File: src/hw/rtl/dlr_pkg.sv
// Shared constants and types for the DDA line rasterizer.
package dlr_pkg;

    localparam int COORD_BITS_DEF = 12;
    localparam int COLOR_BITS     = 24;
    localparam int QUEUE_DEPTH    = 2;

    typedef enum logic {
        MODE_LOAD = 1'b0,
        MODE_STEP = 1'b1
    } t_mode;

endpackage

File: src/hw/rtl/dda_line_rasterizer_top.sv
// Top level of the DDA line rasterizer: front end, queue and pixel stepper.
// o_valid follows an accepted step beat through the front-end register, the queue and the pixel output register.
// Throughput: one beat per cycle while no stall holds the flow, set by the error update in the stepper.
// Load beats and step beats with no active line produce no output beat.
// Reset (synchronous, active low) clears the queue, the line's active and start flags, output valid and color register.
module dda_line_rasterizer_top #(
    parameter int COORD_BITS = dlr_pkg::COORD_BITS_DEF
) (
    input  logic                            i_clk,
    input  logic                            i_rst_n,
    input  logic                            i_draw_color_we,
    input  logic [dlr_pkg::COLOR_BITS-1:0]  i_draw_color,
    input  logic                            i_valid,
    output logic                            o_stall,
    input  logic                            i_mode,
    input  logic [COORD_BITS-1:0]           i_start_x,
    input  logic [COORD_BITS-1:0]           i_start_y,
    input  logic [COORD_BITS-1:0]           i_end_x,
    input  logic [COORD_BITS-1:0]           i_end_y,
    output logic                            o_valid,
    input  logic                            i_stall,
    output logic [COORD_BITS-1:0]           o_pixel_x,
    output logic [COORD_BITS-1:0]           o_pixel_y,
    output logic [dlr_pkg::COLOR_BITS-1:0]  o_pixel_color,
    output logic                            o_last_pixel
);
    import dlr_pkg::*;

    localparam int ENTRY_W = 5 * COORD_BITS + 3;

    logic               push;
    logic               full;
    logic               pop;
    logic               empty;
    logic [ENTRY_W-1:0] wr_entry;
    logic [ENTRY_W-1:0] rd_entry;

    dlr_front #(
        .COORD_BITS (COORD_BITS),
        .ENTRY_W    (ENTRY_W)
    ) u_front (
        .i_clk     (i_clk),
        .i_rst_n   (i_rst_n),
        .i_valid   (i_valid),
        .o_stall   (o_stall),
        .i_mode    (i_mode),
        .i_start_x (i_start_x),
        .i_start_y (i_start_y),
        .i_end_x   (i_end_x),
        .i_end_y   (i_end_y),
        .o_push    (push),
        .o_entry   (wr_entry),
        .i_full    (full)
    );

    dlr_fifo #(
        .DATA_W (ENTRY_W),
        .DEPTH  (QUEUE_DEPTH)
    ) u_fifo (
        .i_clk   (i_clk),
        .i_rst_n (i_rst_n),
        .i_push  (push),
        .i_data  (wr_entry),
        .o_full  (full),
        .i_pop   (pop),
        .o_data  (rd_entry),
        .o_empty (empty)
    );

    dlr_back #(
        .COORD_BITS (COORD_BITS),
        .ENTRY_W    (ENTRY_W)
    ) u_back (
        .i_clk           (i_clk),
        .i_rst_n         (i_rst_n),
        .i_draw_color_we (i_draw_color_we),
        .i_draw_color    (i_draw_color),
        .i_entry         (rd_entry),
        .i_empty         (empty),
        .o_pop           (pop),
        .o_valid         (o_valid),
        .i_stall         (i_stall),
        .o_pixel_x       (o_pixel_x),
        .o_pixel_y       (o_pixel_y),
        .o_pixel_color   (o_pixel_color),
        .o_last_pixel    (o_last_pixel)
    );

endmodule

File: src/hw/rtl/dlr_front.sv
// Front end: accepts input beats, classifies loads and sets up line geometry.
module dlr_front #(
    parameter int COORD_BITS = dlr_pkg::COORD_BITS_DEF,
    parameter int ENTRY_W    = 5 * COORD_BITS + 3
) (
    input  logic                  i_clk,
    input  logic                  i_rst_n,
    input  logic                  i_valid,
    output logic                  o_stall,
    input  logic                  i_mode,
    input  logic [COORD_BITS-1:0] i_start_x,
    input  logic [COORD_BITS-1:0] i_start_y,
    input  logic [COORD_BITS-1:0] i_end_x,
    input  logic [COORD_BITS-1:0] i_end_y,
    output logic                  o_push,
    output logic [ENTRY_W-1:0]    o_entry,
    input  logic                  i_full
);
    import dlr_pkg::*;

    localparam int W = COORD_BITS;

    logic                r_valid;
    logic                n_valid;
    logic [ENTRY_W-1:0]  r_entry;
    logic                accept;
    logic                is_load;
    logic signed [W:0]   dx;
    logic signed [W:0]   dy;
    logic [W:0]          adx;
    logic [W:0]          ady;
    logic                steep;
    logic [W-1:0]        maj_a;
    logic [W-1:0]        maj_b;
    logic [W-1:0]        min_a;
    logic [W-1:0]        min_b;
    logic [W-1:0]        lo_maj;
    logic [W-1:0]        hi_maj;
    logic [W-1:0]        lo_min;
    logic [W-1:0]        hi_min;
    logic [W-1:0]        span_d;
    logic [W:0]          span_m;

    assign o_stall = r_valid && i_full;
    assign accept  = i_valid && !o_stall;
    assign o_push  = r_valid && !i_full;
    assign o_entry = r_entry;
    assign is_load = (i_mode == MODE_LOAD);

    always_comb begin
        dx  = $signed({1'b0, i_end_x}) - $signed({1'b0, i_start_x});
        dy  = $signed({1'b0, i_end_y}) - $signed({1'b0, i_start_y});
        adx = dx[W] ? -dx : dx;
        ady = dy[W] ? -dy : dy;
        steep = ady > adx;
        if (steep) begin
            maj_a = i_start_y;
            min_a = i_start_x;
            maj_b = i_end_y;
            min_b = i_end_x;
        end else begin
            maj_a = i_start_x;
            min_a = i_start_y;
            maj_b = i_end_x;
            min_b = i_end_y;
        end
        if (maj_a > maj_b) begin
            lo_maj = maj_b;
            lo_min = min_b;
            hi_maj = maj_a;
            hi_min = min_a;
        end else begin
            lo_maj = maj_a;
            lo_min = min_a;
            hi_maj = maj_b;
            hi_min = min_b;
        end
        span_d = hi_maj - lo_maj;
        span_m = {1'b0, hi_min} - {1'b0, lo_min};
    end

    always_comb begin
        n_valid = accept || (r_valid && i_full);
    end

    always_ff @(posedge i_clk) begin
        if (!i_rst_n) begin
            r_valid <= 1'b0;
        end else begin
            r_valid <= n_valid;
        end
    end

    // hold the classified beat until the queue takes it
    always_ff @(posedge i_clk) begin
        if (accept) begin
            r_entry <= {is_load, steep, lo_maj, hi_maj, lo_min, span_d, span_m};
        end
    end

endmodule

File: src/hw/rtl/dlr_fifo.sv
// Small queue between the front end and the pixel stepper.
module dlr_fifo #(
    parameter int DATA_W = 5 * dlr_pkg::COORD_BITS_DEF + 3,
    parameter int DEPTH  = dlr_pkg::QUEUE_DEPTH
) (
    input  logic              i_clk,
    input  logic              i_rst_n,
    input  logic              i_push,
    input  logic [DATA_W-1:0] i_data,
    output logic              o_full,
    input  logic              i_pop,
    output logic [DATA_W-1:0] o_data,
    output logic              o_empty
);
    import dlr_pkg::*;

    localparam int PW = (DEPTH > 1) ? $clog2(DEPTH) : 1;
    localparam int CW = $clog2(DEPTH + 1);
    localparam logic [CW-1:0] DEPTH_C = CW'(DEPTH);
    localparam logic [PW-1:0] LAST_P  = PW'(DEPTH - 1);

    logic [DATA_W-1:0] r_mem [DEPTH];
    logic [PW-1:0]     r_wr;
    logic [PW-1:0]     n_wr;
    logic [PW-1:0]     r_rd;
    logic [PW-1:0]     n_rd;
    logic [CW-1:0]     r_count;
    logic [CW-1:0]     n_count;
    logic              do_push;
    logic              do_pop;

    assign o_full  = (r_count == DEPTH_C);
    assign o_empty = (r_count == '0);
    assign do_push = i_push && !o_full;
    assign do_pop  = i_pop && !o_empty;
    assign o_data  = r_mem[r_rd];

    always_comb begin
        n_wr    = r_wr;
        n_rd    = r_rd;
        n_count = r_count;
        if (do_push) begin
            n_wr = (r_wr == LAST_P) ? '0 : r_wr + 1'b1;
        end
        if (do_pop) begin
            n_rd = (r_rd == LAST_P) ? '0 : r_rd + 1'b1;
        end
        if (do_push && !do_pop) begin
            n_count = r_count + 1'b1;
        end else if (do_pop && !do_push) begin
            n_count = r_count - 1'b1;
        end
    end

    always_ff @(posedge i_clk) begin
        if (!i_rst_n) begin
            r_wr    <= '0;
            r_rd    <= '0;
            r_count <= '0;
        end else begin
            r_wr    <= n_wr;
            r_rd    <= n_rd;
            r_count <= n_count;
        end
    end

    always_ff @(posedge i_clk) begin
        if (do_push) begin
            r_mem[r_wr] <= i_data;
        end
    end

endmodule

File: src/hw/rtl/dlr_back.sv
// Back end: line state, incremental error stepping and the pixel output register.
module dlr_back #(
    parameter int COORD_BITS = dlr_pkg::COORD_BITS_DEF,
    parameter int ENTRY_W    = 5 * COORD_BITS + 3
) (
    input  logic                            i_clk,
    input  logic                            i_rst_n,
    input  logic                            i_draw_color_we,
    input  logic [dlr_pkg::COLOR_BITS-1:0]  i_draw_color,
    input  logic [ENTRY_W-1:0]              i_entry,
    input  logic                            i_empty,
    output logic                            o_pop,
    output logic                            o_valid,
    input  logic                            i_stall,
    output logic [COORD_BITS-1:0]           o_pixel_x,
    output logic [COORD_BITS-1:0]           o_pixel_y,
    output logic [dlr_pkg::COLOR_BITS-1:0]  o_pixel_color,
    output logic                            o_last_pixel
);
    import dlr_pkg::*;

    localparam int W = COORD_BITS;
    localparam int E = COORD_BITS + 3;

    logic                  e_load;
    logic                  e_steep;
    logic [W-1:0]          e_lo_maj;
    logic [W-1:0]          e_hi_maj;
    logic [W-1:0]          e_lo_min;
    logic [W-1:0]          e_span_d;
    logic [W:0]            e_span_m;

    logic                  r_color_valid;
    logic [COLOR_BITS-1:0] r_color;
    logic                  r_active;
    logic                  n_active;
    logic                  r_first;
    logic                  n_first;
    logic                  r_steep;
    logic                  n_steep;
    logic [W-1:0]          r_cur_major;
    logic [W-1:0]          n_cur_major;
    logic [W-1:0]          r_final_major;
    logic [W-1:0]          n_final_major;
    logic [W-1:0]          r_cur_minor;
    logic [W-1:0]          n_cur_minor;
    logic [W-1:0]          r_span_d;
    logic [W-1:0]          n_span_d;
    logic [W:0]            r_span_m;
    logic [W:0]            n_span_m;
    logic signed [E-1:0]   r_err;
    logic signed [E-1:0]   n_err;
    logic signed [E-1:0]   two_d;
    logic signed [E-1:0]   two_m;
    logic signed [E-1:0]   sum;

    logic                  r_out_valid;
    logic                  n_out_valid;
    logic [W-1:0]          r_px;
    logic [W-1:0]          r_py;
    logic [COLOR_BITS-1:0] r_pcolor;
    logic                  r_plast;
    logic                  emit;
    logic                  emit_last;
    logic [W-1:0]          emit_major;
    logic [W-1:0]          emit_minor;

    assign {e_load, e_steep, e_lo_maj, e_hi_maj, e_lo_min, e_span_d, e_span_m} = i_entry;

    assign o_pop         = !i_empty && (!r_out_valid || !i_stall);
    assign o_valid       = r_out_valid;
    assign o_pixel_x     = r_px;
    assign o_pixel_y     = r_py;
    assign o_pixel_color = r_pcolor;
    assign o_last_pixel  = r_plast;

    assign two_d = $signed({2'b00, r_span_d, 1'b0});
    assign two_m = $signed({r_span_m[W], r_span_m, 1'b0});
    assign sum   = r_err + two_m;

    always_comb begin
        n_active      = r_active;
        n_first       = r_first;
        n_steep       = r_steep;
        n_cur_major   = r_cur_major;
        n_final_major = r_final_major;
        n_cur_minor   = r_cur_minor;
        n_span_d      = r_span_d;
        n_span_m      = r_span_m;
        n_err         = r_err;
        emit          = 1'b0;
        emit_major    = r_cur_major;
        emit_minor    = r_cur_minor;
        emit_last     = 1'b0;
        if (o_pop) begin
            if (e_load) begin
                n_active      = 1'b1;
                n_first       = 1'b1;
                n_steep       = e_steep;
                n_cur_major   = e_lo_maj;
                n_final_major = e_hi_maj;
                n_cur_minor   = e_lo_min;
                n_span_d      = e_span_d;
                n_span_m      = e_span_m;
                n_err         = $signed({3'b000, e_span_d});
            end else if (r_active) begin
                emit = 1'b1;
                if (r_first) begin
                    n_first = 1'b0;
                end else begin
                    n_cur_major = r_cur_major + 1'b1;
                    priority if (sum >= two_d) begin
                        n_err       = sum - two_d;
                        n_cur_minor = r_cur_minor + 1'b1;
                    end else if (sum < 0) begin
                        n_err       = sum + two_d;
                        n_cur_minor = r_cur_minor - 1'b1;
                    end else begin
                        n_err = sum;
                    end
                end
                emit_major = n_cur_major;
                emit_minor = n_cur_minor;
                emit_last  = (n_cur_major == r_final_major);
                if (emit_last) begin
                    n_active = 1'b0;
                end
            end
        end
    end

    always_comb begin
        if (emit) begin
            n_out_valid = 1'b1;
        end else if (!i_stall) begin
            n_out_valid = 1'b0;
        end else begin
            n_out_valid = r_out_valid;
        end
    end

    always_ff @(posedge i_clk) begin
        if (!i_rst_n) begin
            r_active      <= 1'b0;
            r_first       <= 1'b0;
            r_out_valid   <= 1'b0;
            r_color_valid <= 1'b0;
            r_color       <= '0;
        end else begin
            r_active      <= n_active;
            r_first       <= n_first;
            r_out_valid   <= n_out_valid;
            r_color_valid <= r_color_valid || i_draw_color_we;
            if (i_draw_color_we) begin
                r_color <= i_draw_color;
            end
        end
    end

    always_ff @(posedge i_clk) begin
        r_steep       <= n_steep;
        r_cur_major   <= n_cur_major;
        r_final_major <= n_final_major;
        r_cur_minor   <= n_cur_minor;
        r_span_d      <= n_span_d;
        r_span_m      <= n_span_m;
        r_err         <= n_err;
        if (emit) begin
            r_px     <= r_steep ? emit_minor : emit_major;
            r_py     <= r_steep ? emit_major : emit_minor;
            r_pcolor <= r_color_valid ? r_color : '0;
            r_plast  <= emit_last;
        end
    end

    a_err_range: assert property (@(posedge i_clk) disable iff (!i_rst_n)
        (r_active && r_span_d != '0) |-> (r_err >= 0 && r_err < two_d))
        else $error("rounding error left its range");

    a_major_bound: assert property (@(posedge i_clk) disable iff (!i_rst_n)
        r_active |-> (r_cur_major <= r_final_major))
        else $error("major coordinate passed the line end");

    a_first_active: assert property (@(posedge i_clk) disable iff (!i_rst_n)
        r_first |-> r_active)
        else $error("start pixel pending without an active line");

    a_last_ends: assert property (@(posedge i_clk) disable iff (!i_rst_n)
        (emit && emit_last && !(o_pop && e_load)) |=> !r_active)
        else $error("line still active after its last pixel");

endmodule
File: config.mk
export PLATFORM = sky130hd
export DESIGN_NAME = dda_line_rasterizer_top
export DESIGN_NICKNAME = d
export VERILOG_FILES = /design/src/hw/rtl/dlr_pkg.sv /design/src/hw/rtl/dda_line_rasterizer_top.sv /design/src/hw/rtl/dlr_front.sv /design/src/hw/rtl/dlr_fifo.sv /design/src/hw/rtl/dlr_back.sv
export SDC_FILE = /design/constraint.sdc
export NUM_CORES = 1
export LEC_CHECK = 0
export ABC_AREA = 1
export CORE_UTILIZATION = 65
export CTS_CLUSTER_SIZE = 16
export DETAILED_ROUTE_END_ITERATION = 8
export DONT_BUFFER_PORTS = 1
export GPL_TIMING_DRIVEN = 0
export PLACE_DENSITY = 0.84
export SETUP_SLACK_MARGIN = 0.15
export SLEW_MARGIN = 20
export SYNTH_ARGS = -nofsm -noshare
export SYNTH_HDL_FRONTEND = slang
export SYNTH_HIERARCHICAL = 1
export SYNTH_SLANG_ARGS = --single-unit
File: constraint.sdc
create_clock -name i_clk -period 13.2 [get_ports i_clk]
set_input_delay 2.64 -clock i_clk [delete_from_list [all_inputs] [get_ports i_clk]]
set_output_delay 2.64 -clock i_clk [all_outputs]
set_load 0.05 [all_outputs]
== Yosys cells after proc, flatten, opt, wreduce, memory -nomap -nowiden ==
Memories as Yosys holds them, arrays and structs flattened. A register that Yosys moved wholly into a read port is not among the register bits.
Index checks and enable logic that the tools add are counted.

* $add $sub $neg: 16
* $lt $le $gt $ge: 4
* Equal/unequal tests: 4
* Muxes and demuxes: 50
* Bitwise logic cells: 3
* Reductions and logical operators: 25

{| class="wikitable"
|+ Operators by type and width
! operator !! number
|-
| $mux W12 || 26
|-
| $mux W15 || 4
|-
| $sub A12 B12 Y13 || 3
|-
| $add A15 B14 Y15 || 2
|-
| $mux W13 || 2
|-
| $neg A13 Y13 || 2
|-
| $add A12 B1 Y12 const B || 2
|-
| $mux W1 || 16
|-
| $ge A15 B14 Y1 || 1
|-
| $lt A15 B1 Y1 const B || 1
|-
| $sub A15 B14 Y15 || 1
|-
| $gt A13 B13 Y1 || 1
|-
| $eq A12 B12 Y1 || 1
|-
| $gt A12 B12 Y1 || 1
|-
| $sub A12 B1 Y12 const B || 1
|-
| $sub A12 B12 Y12 || 1
|-
| $logic_and A1 B1 Y1 || 8
|-
| $logic_not A1 Y1 || 7
|-
| $mux W2 || 2
|-
| $reduce_and A2 Y1 || 2
|-
| $reduce_bool A2 Y1 || 2
|-
| $logic_or A1 B1 Y1 || 3
|-
| $not A1 Y1 || 3
|-
| $reduce_and A3 Y1 || 1
|-
| other kinds (8) || 9
|}

* Register bits: 222
* Memory bits (writable): 126
* Bits of input ports: 78
* Output and inout bits: 51
* Word-level logic and storage cells: 125
* Memories kept: 1

{| class="wikitable"
|+ Memory list
! memory !! depth !! width !! read ports !! clocked after Yosys merged registers in !! write ports !! line !! source
|-
| u_fifo.r_mem || 2 || 63 || 1 || 1 || 1 || dlr_fifo.sv:22 || <nowiki>logic [DATA_W-1:0] r_mem [DEPTH];</nowiki>
|}

== Logic depth before layout (Yosys ltp) ==
Gate-level depths: netlist (run 1).

* Word-level depth: 9
* Depth in mapped cells: 55
* Gate-level depth less buffers: 51

== Cells and area by module ==
The synthesis (run 1) kept the hierarchy.

{| class="wikitable"
|+ Modules (own cells, without submodules)
! module !! times used !! cells an instance !! area each (um2) !! seq. area each (um2)
|-
| dlr_back || 1 || 1149 || 9404.0 || 4344.2
|-
| dlr_front || 1 || 853 || 6237.2 || 1911.8
|-
| dlr_fifo || 1 || 234 || 5094.9 || 3883.7
|}

== Worst setup path before layout (run 1) ==
OpenSTA, ideal clock, no wires.

* Kind: input to register
* Start point: in i_end_x[0]
* End point: reg u_front.r_entry[10] (netlist: u_front/o_entry[10]), data pin
* Library setup time: 265 ps
* Arrival: 9967 ps
* Data required time: 12935 ps
* Path slack: 2968 ps
* Stages on the path: 50
* Buffers on the path: 6
* Path through: inv_1 > ha_1 > fa_1 > o21ai_0 > a21oi_1 > inv_1 > a21oi_1 > o21ai_0 > a21oi_1 > o21bai_1 > nand2_1 > nand2_1 > a21oi_1 > clkbuf_1 > nand2_1 > xor2_1 > inv_1 > ha_1 > [14 not listed] > nand2_1 > nor2_1 > nand2_1 > nand3_2 > nand2_4 > buf_2 > clkbuf_1 > o21ai_0 > ha_1 > inv_1 > fa_1 > a31oi_1 > o21ai_0 > a21oi_1 > o21ai_0 > a21oi_1 > o21bai_1 > xor2_1

* Longest elaborated chain between the ends: 8
* Elaborated cells between the ends (all ways): 12
* Those cells by class: add/sub (3); order compare (2); mux (7)

{| class="wikitable"
|+ RTL lines
! item !! line !! source
|-
| start, declared || dda_line_rasterizer_top.sv:18 || <nowiki>input logic [COORD_BITS-1:0] i_end_x,</nowiki>
|-
| $sub A12 B12 Y13 || dlr_front.sv:51 || <nowiki>dx = $signed({1'b0, i_end_x}) - $signed({1'b0, i_start_x});</nowiki>
|-
| $neg A13 Y13 || dlr_front.sv:53 || <nowiki>adx = dx[W] ? -dx : dx;</nowiki>
|-
| $mux W13 || dlr_front.sv:53 ||
|-
| $gt A13 B13 Y1 || dlr_front.sv:55 || <nowiki>steep = ady > adx;</nowiki>
|-
| $mux W12 || dlr_front.sv:56 || <nowiki>if (steep) begin</nowiki>
|-
| $gt A12 B12 Y1 || dlr_front.sv:67 || <nowiki>if (maj_a > maj_b) begin</nowiki>
|-
| $mux W12 (*) || dlr_front.sv:67 ||
|-
| named net u_front.lo_min[0] || dlr_front.sv:39 || <nowiki>logic [W-1:0] lo_min;</nowiki>
|-
| $sub A12 B12 Y13 (*) || dlr_front.sv:79 || <nowiki>span_m = {1'b0, hi_min} - {1'b0, lo_min};</nowiki>
|-
| named net u_front.span_m[10] || dlr_front.sv:42 || <nowiki>logic [W:0] span_m;</nowiki>
|-
| end signal, assigned || dlr_front.sv:97 || <nowiki>r_entry <= {is_load, steep, lo_maj, hi_maj, lo_min, span_d, span_m};</nowiki>
|-
| end, declared || dlr_front.sv:25 || <nowiki>logic [ENTRY_W-1:0] r_entry;</nowiki>
|}

The timed path passes the listed nets; every way through them passes the cells marked *.
A chain may end at the register's enable or synchronous reset.

== Worst setup path in the final report (run 1) ==
* Start point: in i_end_y[0]
* End point: reg u_front.r_entry[12] (netlist: u_front/o_entry[12]), data pin

* Longest elaborated chain between the ends: 8
* Elaborated cells between the ends (all ways): 12
* Those cells by class: add/sub (3); order compare (2); mux (7)

{| class="wikitable"
|+ RTL lines
! item !! line !! source
|-
| start, declared || dda_line_rasterizer_top.sv:19 || <nowiki>input logic [COORD_BITS-1:0] i_end_y,</nowiki>
|-
| $sub A12 B12 Y13 || dlr_front.sv:52 || <nowiki>dy = $signed({1'b0, i_end_y}) - $signed({1'b0, i_start_y});</nowiki>
|-
| $neg A13 Y13 || dlr_front.sv:54 || <nowiki>ady = dy[W] ? -dy : dy;</nowiki>
|-
| $mux W13 || dlr_front.sv:54 ||
|-
| $gt A13 B13 Y1 || dlr_front.sv:55 ||
|-
| $mux W12 || dlr_front.sv:56 ||
|-
| $gt A12 B12 Y1 || dlr_front.sv:67 ||
|-
| $mux W12 (*) || dlr_front.sv:67 ||
|-
| named net u_front.lo_min[0] || dlr_front.sv:39 ||
|-
| $sub A12 B12 Y13 (*) || dlr_front.sv:79 ||
|-
| named net u_front.span_m[12] || dlr_front.sv:42 ||
|}

Marks and branches as above.

==> out/metrics.yaml, run 1 <==
synth_edf_count: 315
clk_latency_ns: 0.52
ys_seq_area_frac: 0.489
clk_pin_slew_worst_paths_ns: 0.06
max_freq_mhz: 84.0
die_area_um2: 32600
nNetsFinal: 2471
status: "complete, no violations"
cts_hold_buf: 0
synth_nets: 2424
route.detailed.drc: 0
whs_ns: 0.445
firstDrtPassIters: 6
drv_cap: 0
crit_slowest_cell: "mux2i_1"
cp.required_ns: 13.56
cpPeakStageDelay_ns: 0.62
use_met3: 0.0527
slew_violations: 0
ys_seq_elements: 349
rsz0062_at_grt: "false"
wl_per_cell_um: 19.8
io_buffer_count: 0
ant_nets: 0
antenna_found_initial: 0
die_y_um: 181
vias: 16012
synth_ff_type: "edfxtp_1"
core_um2: 31500
synth_cell_types: 56
fp-row-count: 65
grt_busiest_layer: "met2"
syn_area_per_cell_um2: 9.27
grt_max_degree: 32
post_cts_resized: 0
post_cts_buffers: 0
cts_buffers: 36
worst_pin_slew_ns: 0.888
synth_cells: 2236
path_class: "input pin to flop"
die_w_um: 181
drt-total-wl_mm: 53.7
fin_setup_tns_ns: 0
clockBufferDepth: 3
rrSetupSlack_ns: 8.56
n_antenna_cell: 0
start_util: 0.659
synth_area_um2: 20700
ios: 129
mostFrequentLayoutCells: "nand2_1 (512), edfxtp_1 (315), inv_1 (299)"
syn2layout_area_growth_pct: 9.17
worstPathArrival_ns: 12.26
ys_async_sr_fraction: 0
grt_usage: 0.328
cp-start-kind: "input pin"
rr_startpoint: "u_back/r_span_m[0]$_DFFE_PP_"
setup.worst_path.start: "i_end_y[0]"
grt.met2_usage: 0.571
period_share: 0.901
cts.htree.levels: 2
fin_skew_ns: 0.0155
grt_pass1_wl_mm: 83.4
cts_tree: "yes"
timing.slew.headroom: 0.402
drt_iter0_drc: 1626
via_per_inst: 5.91
dp_hpwl_mm: 40.1
final_common_cell: "nand2_1"
cp_max_fo: 10
crit_path_frequent_cell: "nand2_1"
crit_end: "u_front/o_entry[12]$_DFFE_PP_"
final_layout_size_suffix_gt1_frac: 0.0966
period_minus_slack_ns: 11.90
clkSinkCount: 349
rr_worst_depth: 19
setup_viol: 0
min_path_type: "flop to flop"
grt_pass1_vias: 15832
hold_viol: 0
crit_path_end_kind: "flop"
gr-total-overflow: 0
cts_root_buffer: "clkbuf_16"
fin_util: 0.719
yosysWarnings: 6
place_congestion: 0.953
reg2reg_to: "u_back/r_err[8]$_DFFE_PP_"
grt_use_met1: 0.401
stage by stage:
step           worst slack (ns)  std cells  instance area, um2
2_1_floorplan              2.97       2236               20700
3_3_place_gp               1.10       2638               21200
3_5_place_dp              0.929       2647               21500
4_1_cts                    1.45       2711               22600
5_1_grt                   0.703       2711               22600
6_report                   1.30       2711               22600
cell families after synthesis:
family / Yosys count / share of synthesized area
buffers and inverters: 381 / 0.0774
adders and majority gates: 110 / 0.0685
muxes: 66 / 0.0465
DFF: 349 / 0.489
xor gates and xnor gates: 113 / 0.0477
and+or+nand+nor: 882 / 0.184
AOI/OAI and AO/OA: 335 / 0.0868
final cells by class:
| class | count | area [um2] |
|---|---|---|
| buffer | 77 | 464 |
| clock buffer | 50 | 1040 |
| clock inverter | 14 | 108 |
| fill | 2177 | 8840 |
| inverter | 304 | 1140 |
| multi-input combinational | 1506 | 9040 |
| sequential | 349 | 10100 |
| tap | 402 | 503 |
| timing repair buffer | 9 | 210 |
per-layer routing:
| metal | routed length, um | part of all wire | vias up |
|---|---|---|---|
| met4 | 2320 | 0.043 | 0 |
| met5 | 0 | 0 | - |
| met2 | 26400 | 0.49 | 794 |
| met1 | 20900 | 0.39 | 7522 |
| li1 | - | - | 7560 |
| met3 | 4050 | 0.075 | 136 |
synth_stat cells, types with 4 or more instances:
library cell  count  area [um2]
mux2_4           60         901
nand2_1         512        1920
o211ai_1          6        45.0
buf_12            6         120
xor2_1           97         850
ha_1            104        1300
clkbuf_1         43         161
a31oi_1          18         113
a21oi_1         100         500
buf_2            16        80.1
nand3b_1          4        30.0
edfxtp_1        315        9460
xnor2_1          16         140
nor3_1           16        80.1
nand3_2          14         140
nand2_2          24         150
nand3_1         123         616
o21bai_1         11        82.6
buf_6             4        45.0
buf_4             4        30.0
o21ai_0         167         836
inv_1           299        1120
o21ai_1          16        80.1
o21ai_2           4        35.0
nor2_1          154         578
dfxtp_1          34         681
fa_1              6         120
nand4_1          14        87.6
how the worst min path moves through the flow:
stage,start,end,depth (start not counted)
after floorplan,u_front/o_entry[0]$_DFFE_PP_,u_fifo/r_mem[0][0]$_DFFE_PP_,0
after global placement,u_front/o_entry[62]$_DFFE_PP_,u_fifo/r_mem[0][62]$_DFFE_PP_,0
after detailed placement,u_front/o_entry[49]$_DFFE_PP_,u_fifo/r_mem[0][49]$_DFFE_PP_,0
after CTS,u_front/o_entry[49]$_DFFE_PP_,u_fifo/r_mem[0][49]$_DFFE_PP_,0
after global routing,u_front/o_entry[5]$_DFFE_PP_,u_fifo/r_mem[0][5]$_DFFE_PP_,0
final,u_front/o_entry[57]$_DFFE_PP_,u_fifo/r_mem[0][57]$_DFFE_PP_,0
critical path: cells and delay by family:
family          cells  cell delay (ns)
buf+inv            11             2.10
simple gates       15             2.12
xor+xnor            1             0.17
mux                 1             0.62
compound gates     15             2.81
fa+ha+maj           6             1.80
flip-flops by register name, summed over array words and instances (netlist names), 2 cells and up, named ones only:
register	count
u_back/r_span_d	12
u_fifo/r_count	2
u_back/r_cur_major	12
u_back/r_err	15
u_back/r_cur_minor	12
u_back/o_pixel_y	12
u_back/o_pixel_color	24
u_front/o_entry	63
u_back/r_span_m	13
u_fifo/r_mem	126
u_back/r_final_major	12
u_back/o_pixel_x	12
u_back/r_color	24
Power of run 1 is left out: the tool's default activity adds up to more than one toggle a clock period on the data nets, which glitch-free logic cannot reach.
==> run 2: changes to the inputs <==
--- a/config.mk
+++ b/config.mk
@@ -7,6 +7,7 @@
 export LEC_CHECK = 0
 export ABC_AREA = 1
 export CORE_UTILIZATION = 65
+export CTS_BUF_LIST = sky130_fd_sc_hd__clkbuf_16
 export CTS_CLUSTER_SIZE = 16
 export DETAILED_ROUTE_END_ITERATION = 8
 export DONT_BUFFER_PORTS = 1
==> out/metrics.yaml, run 2 (synthesis gave the netlist of run 1 again) <==
status: "complete, no violations"
rr_worst_depth: 19
clockBufferDepth: 3
final_common_cell: "nand2_1"
worstPathArrival_ns: 12.21
cp-start-kind: "input pin"
worst_hold_path.endpoint: "u_fifo/r_mem[1][57]$_DFFE_PP_"
dp_hpwl_mm: 40.1
fin_util: 0.718
fill_cells: 2181
gr-total-overflow: 0
place_congestion: 0.953
firstDrtPassIters: 7
cp.required_ns: 13.56
regMostFlops: "u_fifo/r_mem"
cpLargestDelayFamily: "compound AO/OA/AOI/OAI gates"
ios: 129
grt_usage: 0.331
fin_skew_ns: 0.0161
cts_buffers: 36
pre_cts_ws_ns: 0.929
cts_root_buffer: "clkbuf_16"
ant_nets: 0
cts_tree: "yes"
mostFrequentLayoutCells: "nand2_1 (512), edfxtp_1 (315), inv_1 (307)"
rrSetupSlack_ns: 8.62
largest_register_ffs: 126
crit_slowest_cell: "nor3_1"
worst_pin_slew_ns: 0.919
start_util: 0.659
multiInputGateArea_um2: 9040
cpPeakStageDelay_ns: 0.48
hp-start: "u_front/o_entry[57]$_DFFE_PP_"
die_area_um2: 32600
holdPathStages: 0
core_um2: 31500
vias: 16204
drt_iter0_drc: 1857
period_minus_slack_ns: 11.86
setup_viol: 0
grt_max_degree: 32
path_class: "input pin to flop"
clk_pin_slew_worst_paths_ns: 0.06
n_antenna_cell: 0
wl_per_cell_um: 20.0
antenna_found_initial: 0
grt_pass1_wl_mm: 84.2
cts_hold_buf: 0
final_layout_size_suffix_gt1_frac: 0.0948
slew_violations: 0
clk_latency_ns: 0.52
worst-path-stages: 52
crit_path_frequent_cell: "nand2_1"
cp_max_fo: 10
crit_path_end_kind: "flop"
dp_cells: 2647
reg2reg_to: "u_back/r_err[8]$_DFFE_PP_"
nNetsFinal: 2471
timing.slew.headroom: 0.381
post_cts_resized: 0
min_path_type: "flop to flop"
fin_setup_tns_ns: 0
final_cell_count_no_fill: 2711
route.detailed.drc: 0
critPathBufInv: 12
cts.htree.levels: 2
max_freq_mhz: 84.4
drt-total-wl_mm: 54.2
syn2layout_area_growth_pct: 8.98
clkSinkCount: 349
io_buffer_count: 0
final-seq-area_um2: 10100
period_share: 0.898
post_cts_buffers: 0
drv_cap: 0
fp-row-count: 65
grt_pass1_vias: 15904
die_y_um: 181
via_per_inst: 5.98
rsz0062_at_grt: "false"
worst_slack_ns: 1.34
hold_viol: 0
die_w_um: 181
rr_startpoint: "u_back/r_span_m[0]$_DFFE_PP_"
## run 2: cell type report
| class | count | area share |
|---|---|---|
| Tap cell | 402 | 0.0223 |
| Multi-Input combinational cell | 1506 | 0.400 |
| Clock inverter | 26 | 0.00675 |
| Buffer | 77 | 0.0205 |
| Sequential cell | 349 | 0.449 |
| Inverter | 304 | 0.0505 |
| Clock buffer | 38 | 0.0421 |
| Timing Repair Buffer | 9 | 0.00930 |
## run 2: worst max-delay path by stage
stage | startpoint | endpoint | slack (ns)
floorplan | i_end_x[0] | u_front/o_entry[10]$_DFFE_PP_ | 2.97
global placement | i_end_x[0] | u_front/o_entry[10]$_DFFE_PP_ | 1.10
detailed placement | i_end_y[0] | u_front/o_entry[10]$_DFFE_PP_ | 0.93
CTS | i_end_y[0] | u_front/o_entry[10]$_DFFE_PP_ | 1.48
global route | i_end_y[0] | u_front/o_entry[12]$_DFFE_PP_ | 0.73
finish | i_end_x[0] | u_front/o_entry[12]$_DFFE_PP_ | 1.34
## run 2: per-layer routing
metal	part of all wire	GRT usage	up-vias
met5	0	0	-
met4	0.046	0.151	0
met3	0.084	0.0527	170
met2	0.49	0.576	916
met1	0.38	0.405	7570
li1	-	-	7548
## run 2: metrics by stage
| step | instance area (um2) | hold slack [ns] |
|---|---|---|
| 3_3_place_gp | 21200 | 0.423 |
| 6_report | 22600 | 0.445 |
| 4_1_cts | 22600 | 0.447 |
| 5_1_grt | 22600 | 0.454 |
| 2_1_floorplan | 20700 | 0.421 |
| 3_5_place_dp | 21500 | 0.434 |
Power of run 2 is left out for the same reason.
